### src/hw/rtl/lnt_pkg.sv
package lnt_pkg;

   localparam int NUM_LETTERS = 48;

   localparam logic [5:0] CODE_EMPTY   = 6'd0;
   localparam logic [5:0] CODE_DZ      = 6'd9;
   localparam logic [5:0] CODE_DVZ     = 6'd10;
   localparam logic [5:0] CODE_CH      = 6'd16;
   localparam logic [5:0] CODE_CARON_Z = 6'd46;
   localparam logic [5:0] CODE_UNKNOWN = 6'd47;
   localparam logic [5:0] CODE_NONE    = 6'd0;

   localparam logic [2:0] ERR_NONE     = 3'd0;
   localparam logic [2:0] ERR_ACUTE    = 3'd1;
   localparam logic [2:0] ERR_CARON    = 3'd2;
   localparam logic [2:0] ERR_DIGRAPH  = 3'd3;
   localparam logic [2:0] ERR_UMLAUT   = 3'd4;
   localparam logic [2:0] ERR_UNKNOWN  = 3'd5;

   localparam logic [1:0] CS_ASCII = 2'd0;
   localparam logic [1:0] CS_W1250 = 2'd1;
   localparam logic [1:0] CS_ISO   = 2'd2;
   localparam logic [1:0] CS_CP852 = 2'd3;

   localparam logic [7:0] CH_ACUTE    = 8'h2C;
   localparam logic [7:0] CH_CARON    = 8'h76;
   localparam logic [7:0] CH_UMLAUT   = 8'h3A;
   localparam logic [7:0] CH_BACKTICK = 8'h60;
   localparam logic [7:0] CH_EMPTY    = 8'h2E;
   localparam logic [7:0] CH_UNKNOWN  = 8'h3F;
   localparam logic [7:0] CH_A        = 8'h41;
   localparam logic [7:0] CH_C        = 8'h43;
   localparam logic [7:0] CH_D        = 8'h44;
   localparam logic [7:0] CH_H        = 8'h48;
   localparam logic [7:0] CH_Z        = 8'h5A;

   typedef struct packed {
      logic [5:0] code;
      logic [2:0] length;
      logic [2:0] err;
   } letter_type;

   typedef struct packed {
      logic full;
      logic empty;
   } queue_status_type;

   function automatic logic [7:0] base_of(input logic [5:0] code);
      logic [7:0] b;
      unique case (code)
         6'd1, 6'd2, 6'd3:    b = "A";
         6'd4:                b = "B";
         6'd5, 6'd6:          b = "C";
         6'd7, 6'd8:          b = "D";
         6'd11, 6'd12:        b = "E";
         6'd13:               b = "F";
         6'd14:               b = "G";
         6'd15:               b = "H";
         6'd17, 6'd18:        b = "I";
         6'd19:               b = "J";
         6'd20:               b = "K";
         6'd21, 6'd22, 6'd23: b = "L";
         6'd24:               b = "M";
         6'd25, 6'd26:        b = "N";
         6'd27, 6'd28, 6'd29: b = "O";
         6'd30:               b = "P";
         6'd31:               b = "Q";
         6'd32, 6'd33:        b = "R";
         6'd34, 6'd35:        b = "S";
         6'd36, 6'd37:        b = "T";
         6'd38, 6'd39:        b = "U";
         6'd40:               b = "V";
         6'd41:               b = "W";
         6'd42:               b = "X";
         6'd43, 6'd44:        b = "Y";
         6'd45, 6'd46:        b = "Z";
         default:             b = 8'h00;
      endcase
      return b;
   endfunction

   function automatic logic [7:0] mark_of(input logic [5:0] code);
      logic [7:0] m;
      unique case (code)
         6'd2, 6'd12, 6'd18, 6'd22, 6'd28, 6'd33, 6'd39, 6'd44: m = CH_ACUTE;
         6'd3:                                                  m = CH_UMLAUT;
         6'd6, 6'd8, 6'd23, 6'd26, 6'd29, 6'd35, 6'd37, 6'd46:  m = CH_CARON;
         default:                                               m = 8'h00;
      endcase
      return m;
   endfunction

   // plain A-Z letter to code, CODE_NONE otherwise
   function automatic logic [5:0] plain_code(input logic [7:0] x);
      logic [5:0] c;
      unique case (x)
         "A": c = 6'd1;   "B": c = 6'd4;   "C": c = 6'd5;   "D": c = 6'd7;
         "E": c = 6'd11;  "F": c = 6'd13;  "G": c = 6'd14;  "H": c = 6'd15;
         "I": c = 6'd17;  "J": c = 6'd19;  "K": c = 6'd20;  "L": c = 6'd21;
         "M": c = 6'd24;  "N": c = 6'd25;  "O": c = 6'd27;  "P": c = 6'd30;
         "Q": c = 6'd31;  "R": c = 6'd32;  "S": c = 6'd34;  "T": c = 6'd36;
         "U": c = 6'd38;  "V": c = 6'd40;  "W": c = 6'd41;  "X": c = 6'd42;
         "Y": c = 6'd43;  "Z": c = 6'd45;
         default: c = CODE_NONE;
      endcase
      return c;
   endfunction

   function automatic logic [5:0] acute_code(input logic [7:0] x);
      logic [5:0] c;
      unique case (x)
         "A": c = 6'd2;   "E": c = 6'd12;  "I": c = 6'd18;  "L": c = 6'd22;
         "O": c = 6'd28;  "R": c = 6'd33;  "U": c = 6'd39;  "Y": c = 6'd44;
         default: c = CODE_NONE;
      endcase
      return c;
   endfunction

   function automatic logic [5:0] caron_code(input logic [7:0] x);
      logic [5:0] c;
      unique case (x)
         "C": c = 6'd6;   "D": c = 6'd8;   "L": c = 6'd23;  "N": c = 6'd26;
         "O": c = 6'd29;  "S": c = 6'd35;  "T": c = 6'd37;  "Z": c = 6'd46;
         default: c = CODE_NONE;
      endcase
      return c;
   endfunction

   function automatic logic [5:0] umlaut_code(input logic [7:0] x);
      return (x == CH_A) ? 6'd3 : CODE_NONE;
   endfunction

   // {windows-1250, iso-8859-2, cp852}
   function automatic logic [23:0] national_row(input logic [5:0] code);
      logic [23:0] r;
      unique case (code)
         6'd2:    r = 24'hC1_C1_B5;
         6'd3:    r = 24'hC4_C4_8E;
         6'd6:    r = 24'hC8_C8_AC;
         6'd8:    r = 24'hCF_CF_D2;
         6'd12:   r = 24'hC9_C9_90;
         6'd18:   r = 24'hCD_CD_D6;
         6'd22:   r = 24'hC5_C5_91;
         6'd23:   r = 24'hBC_A5_95;
         6'd26:   r = 24'hD2_D2_D5;
         6'd28:   r = 24'hD3_D3_E0;
         6'd29:   r = 24'hD4_D4_E2;
         6'd33:   r = 24'hC0_C0_E8;
         6'd35:   r = 24'h8A_A9_E6;
         6'd37:   r = 24'h8D_AB_9B;
         6'd39:   r = 24'hDA_DA_E9;
         6'd44:   r = 24'hDD_DD_ED;
         6'd46:   r = 24'h8E_AE_A6;
         default: r = 24'h00_00_00;
      endcase
      return r;
   endfunction

   function automatic logic [7:0] national_byte(input logic [5:0] code,
                                                input logic [1:0] cs);
      logic [23:0] r;
      logic [7:0]  b;
      r = national_row(code);
      unique case (cs)
         CS_W1250: b = r[23:16];
         CS_ISO:   b = r[15:8];
         CS_CP852: b = r[7:0];
         default:  b = 8'h00;
      endcase
      return b;
   endfunction

endpackage

### src/hw/rtl/lnt_front.sv
module lnt_front (
   input  logic                  clock,
   input  logic                  reset,
   input  logic                  byte_accept,
   input  logic [7:0]            in_byte,
   output logic                  letter_valid,
   output lnt_pkg::letter_type   letter
);

   localparam logic [2:0] PH_IDLE     = 3'd0;
   localparam logic [2:0] PH_ACUTE    = 3'd1;
   localparam logic [2:0] PH_CARON    = 3'd2;
   localparam logic [2:0] PH_UMLAUT   = 3'd3;
   localparam logic [2:0] PH_TICK     = 3'd4;
   localparam logic [2:0] PH_TICK_C   = 3'd5;
   localparam logic [2:0] PH_TICK_D   = 3'd6;
   localparam logic [2:0] PH_TICK_DV  = 3'd7;

   logic [2:0] phase_ff, phase_in, phase_next;
   logic       done;
   logic [5:0] code, found;
   logic [2:0] length, err;

   always_comb begin
      phase_next = phase_ff;
      done       = 1'b0;
      code       = lnt_pkg::CODE_EMPTY;
      length     = 3'd1;
      err        = lnt_pkg::ERR_NONE;
      found      = lnt_pkg::CODE_NONE;
      unique case (phase_ff)
         PH_IDLE: begin
            priority if (in_byte == lnt_pkg::CH_EMPTY) begin
               done = 1'b1;
               code = lnt_pkg::CODE_EMPTY;
            end else if (in_byte == lnt_pkg::CH_UNKNOWN) begin
               done = 1'b1;
               code = lnt_pkg::CODE_UNKNOWN;
            end else if (in_byte == lnt_pkg::CH_ACUTE) begin
               phase_next = PH_ACUTE;
            end else if (in_byte == lnt_pkg::CH_CARON) begin
               phase_next = PH_CARON;
            end else if (in_byte == lnt_pkg::CH_UMLAUT) begin
               phase_next = PH_UMLAUT;
            end else if (in_byte == lnt_pkg::CH_BACKTICK) begin
               phase_next = PH_TICK;
            end else begin
               done  = 1'b1;
               found = lnt_pkg::plain_code(in_byte);
               code  = found;
               err   = (found == lnt_pkg::CODE_NONE) ? lnt_pkg::ERR_UNKNOWN
                                                     : lnt_pkg::ERR_NONE;
            end
         end
         PH_ACUTE, PH_CARON, PH_UMLAUT: begin
            done   = 1'b1;
            length = 3'd2;
            unique case (phase_ff)
               PH_ACUTE:  found = lnt_pkg::acute_code(in_byte);
               PH_CARON:  found = lnt_pkg::caron_code(in_byte);
               default:   found = lnt_pkg::umlaut_code(in_byte);
            endcase
            code = found;
            if (found == lnt_pkg::CODE_NONE) begin
               unique case (phase_ff)
                  PH_ACUTE:  err = lnt_pkg::ERR_ACUTE;
                  PH_CARON:  err = lnt_pkg::ERR_CARON;
                  default:   err = lnt_pkg::ERR_UMLAUT;
               endcase
            end
         end
         PH_TICK: begin
            priority if (in_byte == lnt_pkg::CH_C) begin
               phase_next = PH_TICK_C;
            end else if (in_byte == lnt_pkg::CH_D) begin
               phase_next = PH_TICK_D;
            end else begin
               done   = 1'b1;
               length = 3'd2;
               err    = lnt_pkg::ERR_DIGRAPH;
            end
         end
         PH_TICK_C: begin
            done   = 1'b1;
            length = 3'd3;
            if (in_byte == lnt_pkg::CH_H) begin
               code = lnt_pkg::CODE_CH;
            end else begin
               err = lnt_pkg::ERR_DIGRAPH;
            end
         end
         PH_TICK_D: begin
            priority if (in_byte == lnt_pkg::CH_Z) begin
               done   = 1'b1;
               length = 3'd3;
               code   = lnt_pkg::CODE_DZ;
            end else if (in_byte == lnt_pkg::CH_CARON) begin
               phase_next = PH_TICK_DV;
            end else begin
               done   = 1'b1;
               length = 3'd3;
               err    = lnt_pkg::ERR_DIGRAPH;
            end
         end
         default: begin
            done   = 1'b1;
            length = 3'd4;
            if (in_byte == lnt_pkg::CH_Z) begin
               code = lnt_pkg::CODE_DVZ;
            end else begin
               err = lnt_pkg::ERR_DIGRAPH;
            end
         end
      endcase
      if (done) begin
         phase_next = PH_IDLE;
      end
      if (err != lnt_pkg::ERR_NONE) begin
         code = lnt_pkg::CODE_EMPTY;
      end
   end

   assign phase_in = byte_accept ? phase_next : phase_ff;

   always_ff @(posedge clock) begin
      if (reset) begin
         phase_ff <= PH_IDLE;
      end else begin
         phase_ff <= phase_in;
      end
   end

   assign letter_valid  = byte_accept & done;
   assign letter.code   = code;
   assign letter.length = length;
   assign letter.err    = err;

endmodule

### src/hw/rtl/lnt_queue.sv
module lnt_queue #(
   parameter int DEPTH = 2
) (
   input  logic                        clock,
   input  logic                        reset,
   input  logic                        wr_en,
   input  lnt_pkg::letter_type         wr_data,
   input  logic                        rd_en,
   output lnt_pkg::letter_type         rd_data,
   output lnt_pkg::queue_status_type   status
);

   localparam int PTR_W = (DEPTH > 1) ? $clog2(DEPTH) : 1;
   localparam int CNT_W = $clog2(DEPTH + 1);
   localparam logic [PTR_W-1:0] PTR_LAST = PTR_W'(DEPTH - 1);
   localparam logic [CNT_W-1:0] CNT_FULL = CNT_W'(DEPTH);

   lnt_pkg::letter_type mem_ff [DEPTH];
   logic [PTR_W-1:0]    wr_ptr_ff, wr_ptr_in;
   logic [PTR_W-1:0]    rd_ptr_ff, rd_ptr_in;
   logic [CNT_W-1:0]    count_ff, count_in;
   logic                do_wr, do_rd;

   assign do_wr = wr_en & (count_ff != CNT_FULL);
   assign do_rd = rd_en & (count_ff != '0);

   always_comb begin
      wr_ptr_in = wr_ptr_ff;
      rd_ptr_in = rd_ptr_ff;
      count_in  = count_ff;
      if (do_wr) begin
         wr_ptr_in = (wr_ptr_ff == PTR_LAST) ? '0 : wr_ptr_ff + 1'b1;
      end
      if (do_rd) begin
         rd_ptr_in = (rd_ptr_ff == PTR_LAST) ? '0 : rd_ptr_ff + 1'b1;
      end
      unique case ({do_wr, do_rd})
         2'b10:   count_in = count_ff + 1'b1;
         2'b01:   count_in = count_ff - 1'b1;
         default: count_in = count_ff;
      endcase
   end

   always_ff @(posedge clock) begin
      if (reset) begin
         wr_ptr_ff <= '0;
         rd_ptr_ff <= '0;
         count_ff  <= '0;
      end else begin
         wr_ptr_ff <= wr_ptr_in;
         rd_ptr_ff <= rd_ptr_in;
         count_ff  <= count_in;
      end
   end

   always_ff @(posedge clock) begin
      if (do_wr) begin
         mem_ff[wr_ptr_ff] <= wr_data;
      end
   end

   assign rd_data      = mem_ff[rd_ptr_ff];
   assign status.full  = (count_ff == CNT_FULL);
   assign status.empty = (count_ff == '0);

endmodule

### src/hw/rtl/lnt_back.sv
module lnt_back (
   input  logic                        clock,
   input  logic                        reset,
   input  logic [1:0]                  charset,
   input  lnt_pkg::letter_type         letter,
   input  lnt_pkg::queue_status_type   q_status,
   output logic                        q_pop,
   input  logic                        pop,
   output logic                        empty,
   output logic [5:0]                  letter_code,
   output logic [2:0]                  notation_length,
   output logic [2:0]                  out_count,
   output logic [7:0]                  out_byte0,
   output logic [7:0]                  out_byte1,
   output logic [7:0]                  out_byte2,
   output logic [7:0]                  out_byte3,
   output logic [2:0]                  error_kind
);

   logic       valid_ff, valid_in, load;
   logic [5:0] code_ff, code_in;
   logic [2:0] len_ff, count_ff, count_in, err_ff;
   logic [7:0] b0_ff, b1_ff, b2_ff, b3_ff;
   logic [7:0] b0_in, b1_in, b2_in, b3_in;
   logic [7:0] base, mark;
   logic       is_ch;

   assign load     = ~q_status.empty & (~valid_ff | pop);
   assign valid_in = load | (valid_ff & ~pop);
   assign q_pop    = load;

   always_comb begin
      code_in  = letter.code;
      count_in = 3'd0;
      b0_in    = 8'h00;
      b1_in    = 8'h00;
      b2_in    = 8'h00;
      b3_in    = 8'h00;
      base     = lnt_pkg::base_of(letter.code);
      mark     = lnt_pkg::mark_of(letter.code);
      is_ch    = (letter.code == lnt_pkg::CODE_CH);
      priority if (letter.err != lnt_pkg::ERR_NONE ||
                   letter.code > 6'(lnt_pkg::NUM_LETTERS - 1)) begin
         code_in = lnt_pkg::CODE_EMPTY;
      end else if (letter.code == lnt_pkg::CODE_EMPTY) begin
         count_in = 3'd0;
      end else if (letter.code == lnt_pkg::CODE_UNKNOWN) begin
         b0_in    = lnt_pkg::CH_UNKNOWN;
         count_in = 3'd1;
      end else if (is_ch || letter.code == lnt_pkg::CODE_DZ) begin
         if (charset == lnt_pkg::CS_ASCII) begin
            b0_in    = lnt_pkg::CH_BACKTICK;
            b1_in    = is_ch ? lnt_pkg::CH_C : lnt_pkg::CH_D;
            b2_in    = is_ch ? lnt_pkg::CH_H : lnt_pkg::CH_Z;
            count_in = 3'd3;
         end else begin
            b0_in    = is_ch ? lnt_pkg::CH_C : lnt_pkg::CH_D;
            b1_in    = is_ch ? lnt_pkg::CH_H : lnt_pkg::CH_Z;
            count_in = 3'd2;
         end
      end else if (letter.code == lnt_pkg::CODE_DVZ) begin
         if (charset == lnt_pkg::CS_ASCII) begin
            b0_in    = lnt_pkg::CH_BACKTICK;
            b1_in    = lnt_pkg::CH_D;
            b2_in    = lnt_pkg::CH_CARON;
            b3_in    = lnt_pkg::CH_Z;
            count_in = 3'd4;
         end else begin
            b0_in    = lnt_pkg::CH_D;
            b1_in    = lnt_pkg::national_byte(lnt_pkg::CODE_CARON_Z, charset);
            count_in = 3'd2;
         end
      end else if (mark == 8'h00) begin
         b0_in    = base;
         count_in = 3'd1;
      end else if (charset == lnt_pkg::CS_ASCII) begin
         b0_in    = mark;
         b1_in    = base;
         count_in = 3'd2;
      end else begin
         b0_in    = lnt_pkg::national_byte(letter.code, charset);
         count_in = 3'd1;
      end
   end

   always_ff @(posedge clock) begin
      if (reset) begin
         valid_ff <= 1'b0;
      end else begin
         valid_ff <= valid_in;
      end
   end

   always_ff @(posedge clock) begin
      if (load) begin
         code_ff  <= code_in;
         len_ff   <= letter.length;
         count_ff <= count_in;
         err_ff   <= letter.err;
         b0_ff    <= b0_in;
         b1_ff    <= b1_in;
         b2_ff    <= b2_in;
         b3_ff    <= b3_in;
      end
   end

   assign empty           = ~valid_ff;
   assign letter_code     = code_ff;
   assign notation_length = len_ff;
   assign out_count       = count_ff;
   assign out_byte0       = b0_ff;
   assign out_byte1       = b1_ff;
   assign out_byte2       = b2_ff;
   assign out_byte3       = b3_ff;
   assign error_kind      = err_ff;

endmodule

### src/hw/rtl/letter_notation_transcoder_core.sv
// Letter notation transcoder: takes one notation byte per cycle on push/full and
// delivers one transfer per completed letter on empty/pop, with its internal code,
// the notation length, the error kind and up to four bytes in the charset chosen by
// csr_write_data. Prefix bytes produce no transfer. A letter's result passes through
// the letter queue behind the parser and then the output register of the encoder
// before it is visible. Input and output each move one byte or letter per cycle,
// unless full or a withheld pop holds them; full rises only once the
// QUEUE_DEPTH-entry letter queue and the output register are all occupied. Change
// the charset only while no result is outstanding.
module letter_notation_transcoder_core #(
   parameter int QUEUE_DEPTH = 2
) (
   input  logic       clock,
   input  logic       reset,
   input  logic       push,
   output logic       full,
   input  logic [7:0] req_in_byte,
   output logic       empty,
   input  logic       pop,
   output logic [5:0] rsp_letter_code,
   output logic [2:0] rsp_notation_length,
   output logic [2:0] rsp_out_count,
   output logic [7:0] rsp_out_byte0,
   output logic [7:0] rsp_out_byte1,
   output logic [7:0] rsp_out_byte2,
   output logic [7:0] rsp_out_byte3,
   output logic [2:0] rsp_error_kind,
   input  logic       csr_write_enable,
   input  logic [1:0] csr_write_data
);

   logic [1:0]                  cs_ff, cs_in;
   logic                        byte_accept, letter_valid, q_pop;
   lnt_pkg::letter_type         front_letter, head_letter;
   lnt_pkg::queue_status_type   q_status;

   assign cs_in = csr_write_enable ? csr_write_data : cs_ff;

   always_ff @(posedge clock) begin
      if (reset) begin
         cs_ff <= lnt_pkg::CS_ASCII;
      end else begin
         cs_ff <= cs_in;
      end
   end

   assign full        = q_status.full;
   assign byte_accept = push & ~q_status.full;

   lnt_front u_front (
      .clock        (clock),
      .reset        (reset),
      .byte_accept  (byte_accept),
      .in_byte      (req_in_byte),
      .letter_valid (letter_valid),
      .letter       (front_letter)
   );

   lnt_queue #(
      .DEPTH (QUEUE_DEPTH)
   ) u_queue (
      .clock   (clock),
      .reset   (reset),
      .wr_en   (letter_valid),
      .wr_data (front_letter),
      .rd_en   (q_pop),
      .rd_data (head_letter),
      .status  (q_status)
   );

   lnt_back u_back (
      .clock           (clock),
      .reset           (reset),
      .charset         (cs_ff),
      .letter          (head_letter),
      .q_status        (q_status),
      .q_pop           (q_pop),
      .pop             (pop),
      .empty           (empty),
      .letter_code     (rsp_letter_code),
      .notation_length (rsp_notation_length),
      .out_count       (rsp_out_count),
      .out_byte0       (rsp_out_byte0),
      .out_byte1       (rsp_out_byte1),
      .out_byte2       (rsp_out_byte2),
      .out_byte3       (rsp_out_byte3),
      .error_kind      (rsp_error_kind)
   );

   a_reset_clears : assert property (@(posedge clock)
      reset |=> empty && !full)
      else $error("result or queue not cleared by reset");

   a_result_held : assert property (@(posedge clock) disable iff (reset)
      !empty && !pop |=> !empty && $stable(rsp_letter_code) && $stable(rsp_out_count))
      else $error("waiting result lost or changed");

   a_error_no_bytes : assert property (@(posedge clock) disable iff (reset)
      !empty && rsp_error_kind != lnt_pkg::ERR_NONE |->
         rsp_letter_code == lnt_pkg::CODE_EMPTY && rsp_out_count == 3'd0)
      else $error("error result carries a letter");

   a_full_no_write : assert property (@(posedge clock) disable iff (reset)
      q_status.full && !q_pop |=> !q_status.empty)
      else $error("letter queue drained without a read");

endmodule

### config.mk
export PLATFORM = sky130hd
export DESIGN_NAME = letter_notation_transcoder_core
export DESIGN_NICKNAME = d
export VERILOG_FILES = /design/src/hw/rtl/lnt_pkg.sv /design/src/hw/rtl/lnt_front.sv /design/src/hw/rtl/lnt_queue.sv /design/src/hw/rtl/lnt_back.sv /design/src/hw/rtl/letter_notation_transcoder_core.sv
export SDC_FILE = /design/constraint.sdc
export NUM_CORES = 1
export LEC_CHECK = 0
export BUFFER_PORTS_ARGS = -buffer_cell sky130_fd_sc_hd__buf_4
export CAP_MARGIN = 15
export CORE_UTILIZATION = 45
export CTS_CLUSTER_SIZE = 14
export DETAILED_ROUTE_END_ITERATION = 7
export PLACE_DENSITY_LB_ADDON = 0.2
export SLEW_MARGIN = 10
export SYNTH_ARGS = -nofsm -noshare
export SYNTH_HDL_FRONTEND = slang
export SYNTH_SLANG_ARGS = --single-unit
### constraint.sdc
create_clock -name clock -period 3.1 [get_ports clock]
set_input_delay 0.62 -clock clock [delete_from_list [all_inputs] [get_ports clock]]
set_output_delay 0.62 -clock clock [all_outputs]
set_load 0.01 [all_outputs]
==> key figures, run 1 <==
GRT
  • Total congestion overflow: 0
  • Initial antenna violation count: 0
  • Global-route wire length before repair: 32.8 mm
  • Vias in the first global route: 5,775
  • Largest net degree at the start of global routing: 32
  • GRT Util Overall: 0.302

Logic synthesis
  • Async SR Flop Fraction: 0
  • Sequential-to-total area share from yosys stat: 0.328
  • Gate count of the mapped netlist: 715
  • Syn_area_per_cell: 8.63 um2
  • Post-synth EDFFs: 60
  • Synth Register Bits: 71
  • Yosys warning count: 0
  • Main synth FF type: edfxtp_1
  • Mapped Area: 6170 um2
  • Synth unique cells: 93

Clock tree
  • H-tree Lvls: 3
  • CTS clk-pin slew, worst paths: 0.06 ns
  • CTS tree: built
  • Clock Sinks: 71
  • CTS buffer count: 9
  • Root buffer cell: clkbuf_16
  • Clk buf depth: 2
  • Worst-Skew Late Latency: 0.35 ns

Die
  • Die height: 119 um
  • Die ar.: 14,200 um2
  • Row cnt: 42
  • Chip width: 119 um
  • Ports: 64
  • Placeable Area: 13,300 um2
  • Initial core utilization: 0.464

Hold path
  • Worst hold path class: primary input to register
  • Worst hold path depth: 3

Cells and area
  • Layout fillers: 1,250
  • Ant. Diodes: 0
  • Final core utilization: 0.547
  • Layout area overhead: 17.8%
  • Share of cells above drive strength 1: 0.228
  • Final net count: 819

Run status
  • Status: complete, no violations

STA
  • RSZ-0062 raised after global routing: false
  • Minimum hold slack: 0.516 ns
  • Min Tclk post-route: 2.91 ns
  • Pins Over Slew Limit: 0
  • Final setup vio count: 0
  • Worst slew pin tran: 0.784 ns
  • Period utilisation layout: 0.938
  • Layout Skew: 0.0137 ns
  • Maximum operating frequency: 344 MHz
  • Final Hold Viols: 0
  • Slew HR: 0.474

Run
  • Max-Cap Viols: 0

Place
  • Final Wtd Congestion: 0.974
  • Port-buffer cells: 57
  • Detail Placement HPWL: 15.7 mm

Detailed routing
  • Via density: 6.34
  • Post-Route WL: 20.9 mm
  • DRT antenna net count: 0
  • Drt drc: 0
  • WL/cell: 21.8 um
  • Via count: 6,086
  • Initial DRC count: 729
  • DR pass1 iterations: 5

Worst setup path
  • WP data arrival: 3.00 ns
  • Worst Path Required: 3.19 ns
  • Length in cells of the worst reg-to-reg path: 9
  • CP Class: register to register
  • Crit start category: register
  • Crit end category: register
  • Crit Path Max Fanout: 24

Pwr
  • VDD IR-drop max: 0.756 mV
  • Power per Cell Area: 846 nW/um2
  • P_leak: 2.74 nW
report_power, final:
part           internal (mW)  leakage, nW  switching (mW)
Clock                  0.630        0.143           0.428
Sequential              1.43        0.671           0.145
Combinational           1.36         1.92            2.15
what timing repair did:
item / CTS / global route
resized for setup: 0 / 1
setup buffers: 0 / 0
endpoints found under the setup margin: 0 / 8
hold buffers: 0 / 0
logic make-up after synthesis:
| kind of cell | synth area share |
|---|---|
| flip-flops | 0.328 |
| AO/OA/AOI/OAI | 0.240 |
| adder cells (fa/ha/maj) | 0.0507 |
| multiplexers | 0.0556 |
| other | 0.000608 |
| AND/OR/NAND/NOR | 0.238 |
| XOR/XNOR | 0.0142 |
| buffers and inverters | 0.0722 |
critical path: stages (launching register included):
cell and delay [ns]:
dfxtp_2 0.42, buf_12 0.20, mux2_1 0.55, buf_4 0.30, nor2_2 0.22, nand3_1 0.32, nand3_1 0.33, a21oi_1 0.06
o21ai_0 0.11, o211ai_1 0.12
sequential cells by signal, summed over array words and instances (netlist names), 2 cells and up, named ones only:
name,count
cs_ff,2
u_front.phase_ff,3
u_back.out_byte0,8
u_back.letter_code,6
u_queue.mem_ff,24
u_back.out_byte1,8
u_back.error_kind,3
u_queue.count_ff,2
u_back.out_byte2,4
u_back.notation_length,3
u_back.out_count,3
layout make-up:
type	count	area, um2	area share
timing repair buffer	119	931	0.128
clock buffer	9	225	0.0310
sequential	71	2020	0.278
inverter	18	67.6	0.00930
tap	176	220	0.0303
clock inverter	7	80.1	0.0110
multi-input combinational	560	3720	0.512
routing by layer:
metal / global-route usage / up-vias / part of all wire
li1: - / 2820 / -
met2: 0.493 / 296 / 0.48
met3: 0.0608 / 53 / 0.071
met5: 0 / - / 0
met4: 0.134 / 0 / 0.038
met1: 0.385 / 2917 / 0.41
cell usage in the layout (no fill, tap or decap), types with 7 or more instances in the layout:
| cell | count |
|---|---|
| nand3_1 | 36 |
| nand2_1 | 65 |
| a21oi_1 | 42 |
| a31oi_1 | 8 |
| buf_4 | 116 |
| dfxtp_1 | 10 |
| inv_1 | 15 |
| o22ai_1 | 12 |
| nor2_1 | 62 |
| nand2b_1 | 9 |
| a211oi_1 | 7 |
| mux2i_1 | 15 |
| ha_1 | 25 |
| o211ai_1 | 18 |
| o21ai_0 | 42 |
| nor2b_1 | 14 |
| clkbuf_16 | 9 |
| nand4_1 | 14 |
| nor3_1 | 17 |
| edfxtp_1 | 60 |
final timing paths:
check	start	to	slack (ns)
max	register	u_back.out_byte0[3]	0.19
min	csr_write_data[0]	cs_ff[0]	0.52
max reg2reg	register	u_back.out_byte0[3]	0.19
min reg2reg	u_queue.rd_ptr_ff	u_queue.rd_ptr_ff	0.52
cells in the mapped netlist, types with 6 or more instances:
cell type / instances / area share
a211oi_1: 7 / 0.0085
a21oi_1: 42 / 0.034
a31oi_1: 8 / 0.0081
a32o_1: 6 / 0.0097
buf_2: 23 / 0.019
buf_4: 12 / 0.015
clkbuf_1: 28 / 0.017
dfxtp_1: 11 / 0.036
edfxtp_1: 60 / 0.29
ha_1: 25 / 0.051
inv_1: 15 / 0.0091
mux2_2: 6 / 0.011
mux2i_1: 15 / 0.024
nand2_1: 65 / 0.040
nand2b_1: 9 / 0.0091
nand3_1: 36 / 0.029
nand4_1: 14 / 0.014
nor2_1: 62 / 0.038
nor2b_1: 14 / 0.014
nor3_1: 17 / 0.014
nor3b_1: 6 / 0.0073
o211ai_1: 18 / 0.022
o21ai_0: 42 / 0.034
o21ai_1: 6 / 0.0049
o22ai_1: 12 / 0.012
xnor2_1: 6 / 0.0085
per-stage QoR:
stage               area [um2]  TNS [ns]  total power, mW  setup WS (ns)  std cells
global route              7270         0             6.47        0.00140        960
CTS                       7270         0             6.10          0.149        960
floorplan                 6190         0             3.77        0.00531        720
finish                    7270         0             6.15          0.192        960
detailed placement        6960    -0.164             5.03        -0.0411        944
global placement          6960         0             5.00         0.0613        944
Note: power is estimated with default switching activity, not from simulation.
==> run 2, diff against run 1 <==
- ABC_AREA: default -> 0
- RECOVER_POWER: default -> 100
- SYNTH_HIERARCHICAL: default -> 1
==> key figures, run 2 <==
Logic synthesis
  • Post-synth EDFFs: 59 (-1.7%)
  • Area leader, netlist: edfxtp_1
  • Syn_area_per_cell: 8.76 um2 (+1.6%)
  • Synth Register Bits: 70 (-1.4%)
  • Gate count of the mapped netlist: 689 (-3.6%)
  • Sequential-to-total area share from yosys stat: 0.330 (+0.00209)
  • Cell with the most instances after synthesis: edfxtp_1
  • Mapped Area: 6040 um2 (-2.1%)
  • Main area contributors after synthesis: edfxtp_1 (29%), ha_1 (5.6%), a21oi_1 (4.2%)
  • Async SR Flop Fraction: 0 (unchanged)
  • Yosys top cell area share: 0.293 (+0.00132)
  • Synth unique cells: 94 (+1.1%)
  • Yosys warning count: 6 (+6)
  • Post-synth top cells: edfxtp_1 (59), nor2_1 (52), a21oi_1 (51), nand2_1 (44), o21ai_0 (42)
  • Main synth FF type: edfxtp_1

GRT
  • Vias in the first global route: 5,683 (-1.6%)
  • Initial antenna violation count: 0 (unchanged)
  • Largest net degree at the start of global routing: 36 (+13%)
  • GRT Util Overall: 0.269 (-0.0333)
  • Total congestion overflow: 0 (unchanged)
  • Global-route wire length before repair: 29.1 mm (-11%)
  • GR Layer Usage met3: 0.0441 (-0.0167)
  • Most used routing layer: met2
  • M1 GR Usage: 0.312 (-0.0728)
  • Met2 Track Usage GR: 0.465 (-0.0277)

Clock tree
  • CTS tree: built
  • # Post-CTS Setup Buffers: 0 (unchanged)
  • Clock Sinks: 70 (-1.4%)
  • Post_cts resized: 0 (unchanged)
  • CTS buffer count: 9 (unchanged)
  • H-tree Lvls: 3 (unchanged)
  • CTS clk-pin slew, worst paths: 0.07 ns (about the same)
  • Hold-fix buffers, CTS: 0 (unchanged)
  • Root buffer cell: clkbuf_16
  • Worst-Skew Late Latency: 0.35 ns (about the same)
  • Clk buf depth: 2 (unchanged)

Cells and area
  • Final net count: 841 (+2.7%)
  • Commonest non-fill, non-tap cell in the layout: buf_4
  • Most frequent cells in the layout: buf_4 (97), edfxtp_1 (59), clkbuf_1 (54)
  • Ant. Diodes: 0 (unchanged)
  • Share of cells above drive strength 1: 0.201 (-0.0268)
  • Final core utilization: 0.565 (+0.0188)
  • Layout fillers: 1,204 (-3.7%)
  • Fin cells: 976 (+1.7%)
  • Top reg by flops: u_queue/mem_ff
  • Max reg flops: 24 (unchanged)
  • Layout area overhead: 20.1%

Hold path
  • Worst hold path class: register to register
  • Min-delay src: u_queue/wr_ptr_ff

Worst setup path
  • Worst Path Required: 3.19 ns (about the same)
  • Worst path max stage delay: 0.47 ns (-0.08 ns)
  • Slowest CP cell: mux4_2
  • CP cell instances: buf_12 -> mux2_2 -> inv_1 -> ha_2 -> nor2_1 -> a21o_1 -> mux4_2 -> mux2i_1 -> buf_4 -> nor3_1 -> or3_1
  • Crit start category: register
  • CP Class: register to register
  • WP data arrival: 3.09 ns (+0.09 ns)
  • Crit end category: register
  • CP Buf/Inv Count: 3 (+1)
  • Crit path max-delay family: multiplexers
  • Crit Path Max Fanout: 8 (-67%)

STA
  • Maximum operating frequency: 334 MHz (-3.0%)
  • Setup TNS Final: 0 ns (unchanged)
  • Final setup margin: 0.104 ns (-0.0888 ns)
  • Slew HR: -0.283 (-0.757)
  • Layout Skew: 0.0155 ns (+0.00180 ns)
  • Final setup vio count: 0 (unchanged)
  • Final Hold Viols: 0 (unchanged)
  • Worst slew pin tran: 1.92 ns (+1.14 ns)
  • Pins Over Slew Limit: 36 (+36)
  • Period utilisation layout: 0.967 (+0.0286)
  • RSZ-0062 raised after global routing: false
  • Min Tclk post-route: 3.00 ns (+0.0888 ns)

Pwr
  • P_leak: 2.76 nW (+0.76%)
  • Total Power: 6.14 mW (-0.12%)
  • VDD IR-drop max: 0.445 mV (-41%)
  • Power per Cell Area: 847 nW/um2 (+0.11%)

Die
  • Chip width: 118 um (-1.0%)
  • Die height: 118 um (-1.0%)
  • Placeable Area: 12,800 um2 (-3.5%)
  • Row cnt: 41 (-2.4%)
  • Initial core utilization: 0.471 (+0.00687)
  • Ports: 64 (unchanged)
  • Die ar.: 13,900 um2 (-2.1%)

Detailed routing
  • Initial DRC count: 459 (-37%)
  • Drt drc: 0 (unchanged)
  • Post-Route WL: 18.8 mm (-10%)
  • Via count: 5,926 (-2.6%)
  • DRT antenna net count: 0 (unchanged)
  • DR pass1 iterations: 7 (+2)
  • Via density: 6.07 (-4.2%)
  • WL/cell: 19.3 um (-12%)

Place
  • Detail Placement HPWL: 14.1 mm (-10%)
  • Final Wtd Congestion: 0.962 (-1.2%)
  • Port-buffer cells: 57 (unchanged)
  • Placed cells: 960 (+1.7%)
  • Worst Setup Slack post-DPL: -0.0936 ns (-0.0525 ns)

Run status
  • Violated checks: max-capacitance violations, max-slew violations
  • Status: complete, but fails checks

Run
  • Max-Cap Viols: 1 (+1)
==> run 2: area by class of cell <==
class | instances | area [um2] | share of cell area
repair buffers | 158 | 1030 | 0.142
multi-input cells | 532 | 3620 | 0.499
clock buffers | 9 | 225 | 0.0311
inverters | 28 | 105 | 0.0145
flip-flops and latches | 70 | 1990 | 0.275
clock inverters | 7 | 65.1 | 0.00897
well taps | 172 | 215 | 0.0297
==> run 2: metrics by stage <==
step                hold slack (ns)  cell area [um2]
finish                        0.494             7250
global route                  0.534             7250
CTS                           0.499             7430
detailed placement            0.488             7140
global placement              0.475             7140
floorplan                     0.452             6060
==> run 2: where the power goes <==
part | switching [mW] | internal (mW)
Clock | 0.464 | 0.561
Sequential | 0.0986 | 1.42
Combinational | 2.17 | 1.42
==> run 2: path summary, 6_finish.rpt <==
check | endpoint | slack (ns) | cells past startpoint
setup reg to reg | u_back/out_byte0[0] | 0.10 | 11
hold / removal | u_queue/wr_ptr_ff | 0.49 | 2
hold reg to reg | u_queue/wr_ptr_ff | 0.49 | 2
setup / recovery | u_back/out_byte0[0] | 0.10 | 11
==> run 2: logic make-up (layout without fill, tap and decap cells) <==
group / count (synthesis) / after routing / share of synthesized area
AND/OR/NAND/NOR: 249 / 249 / 0.224
AO/OA/AOI/OAI: 222 / 222 / 0.260
buffers and inverters: 92 / 202 / 0.0788
flip-flops: 70 / 70 / 0.330
adder cells (fa/ha/maj): 27 / 27 / 0.0560
multiplexers: 22 / 22 / 0.0419
XOR/XNOR: 6 / 6 / 0.00870
other: 1 / 6 / 0.000621
==> run 2: per-layer routing <==
layer,part of all wire,up-vias
met5,0,-
met4,0.051,0
met3,0.064,59
met2,0.49,286
met1,0.40,2786
li1,-,2795
==> run 2: worst register-to-register path: stages, from the launching register on <==
cell	delay, ns
dfxtp_1	0.35
buf_12	0.13
mux2_2	0.39
inv_1	0.13
ha_2	0.29
nor2_1	0.09
a21o_1	0.18
mux4_2	0.47
mux2i_1	0.16
buf_4	0.15
nor3_1	0.04
or3_1	0.37
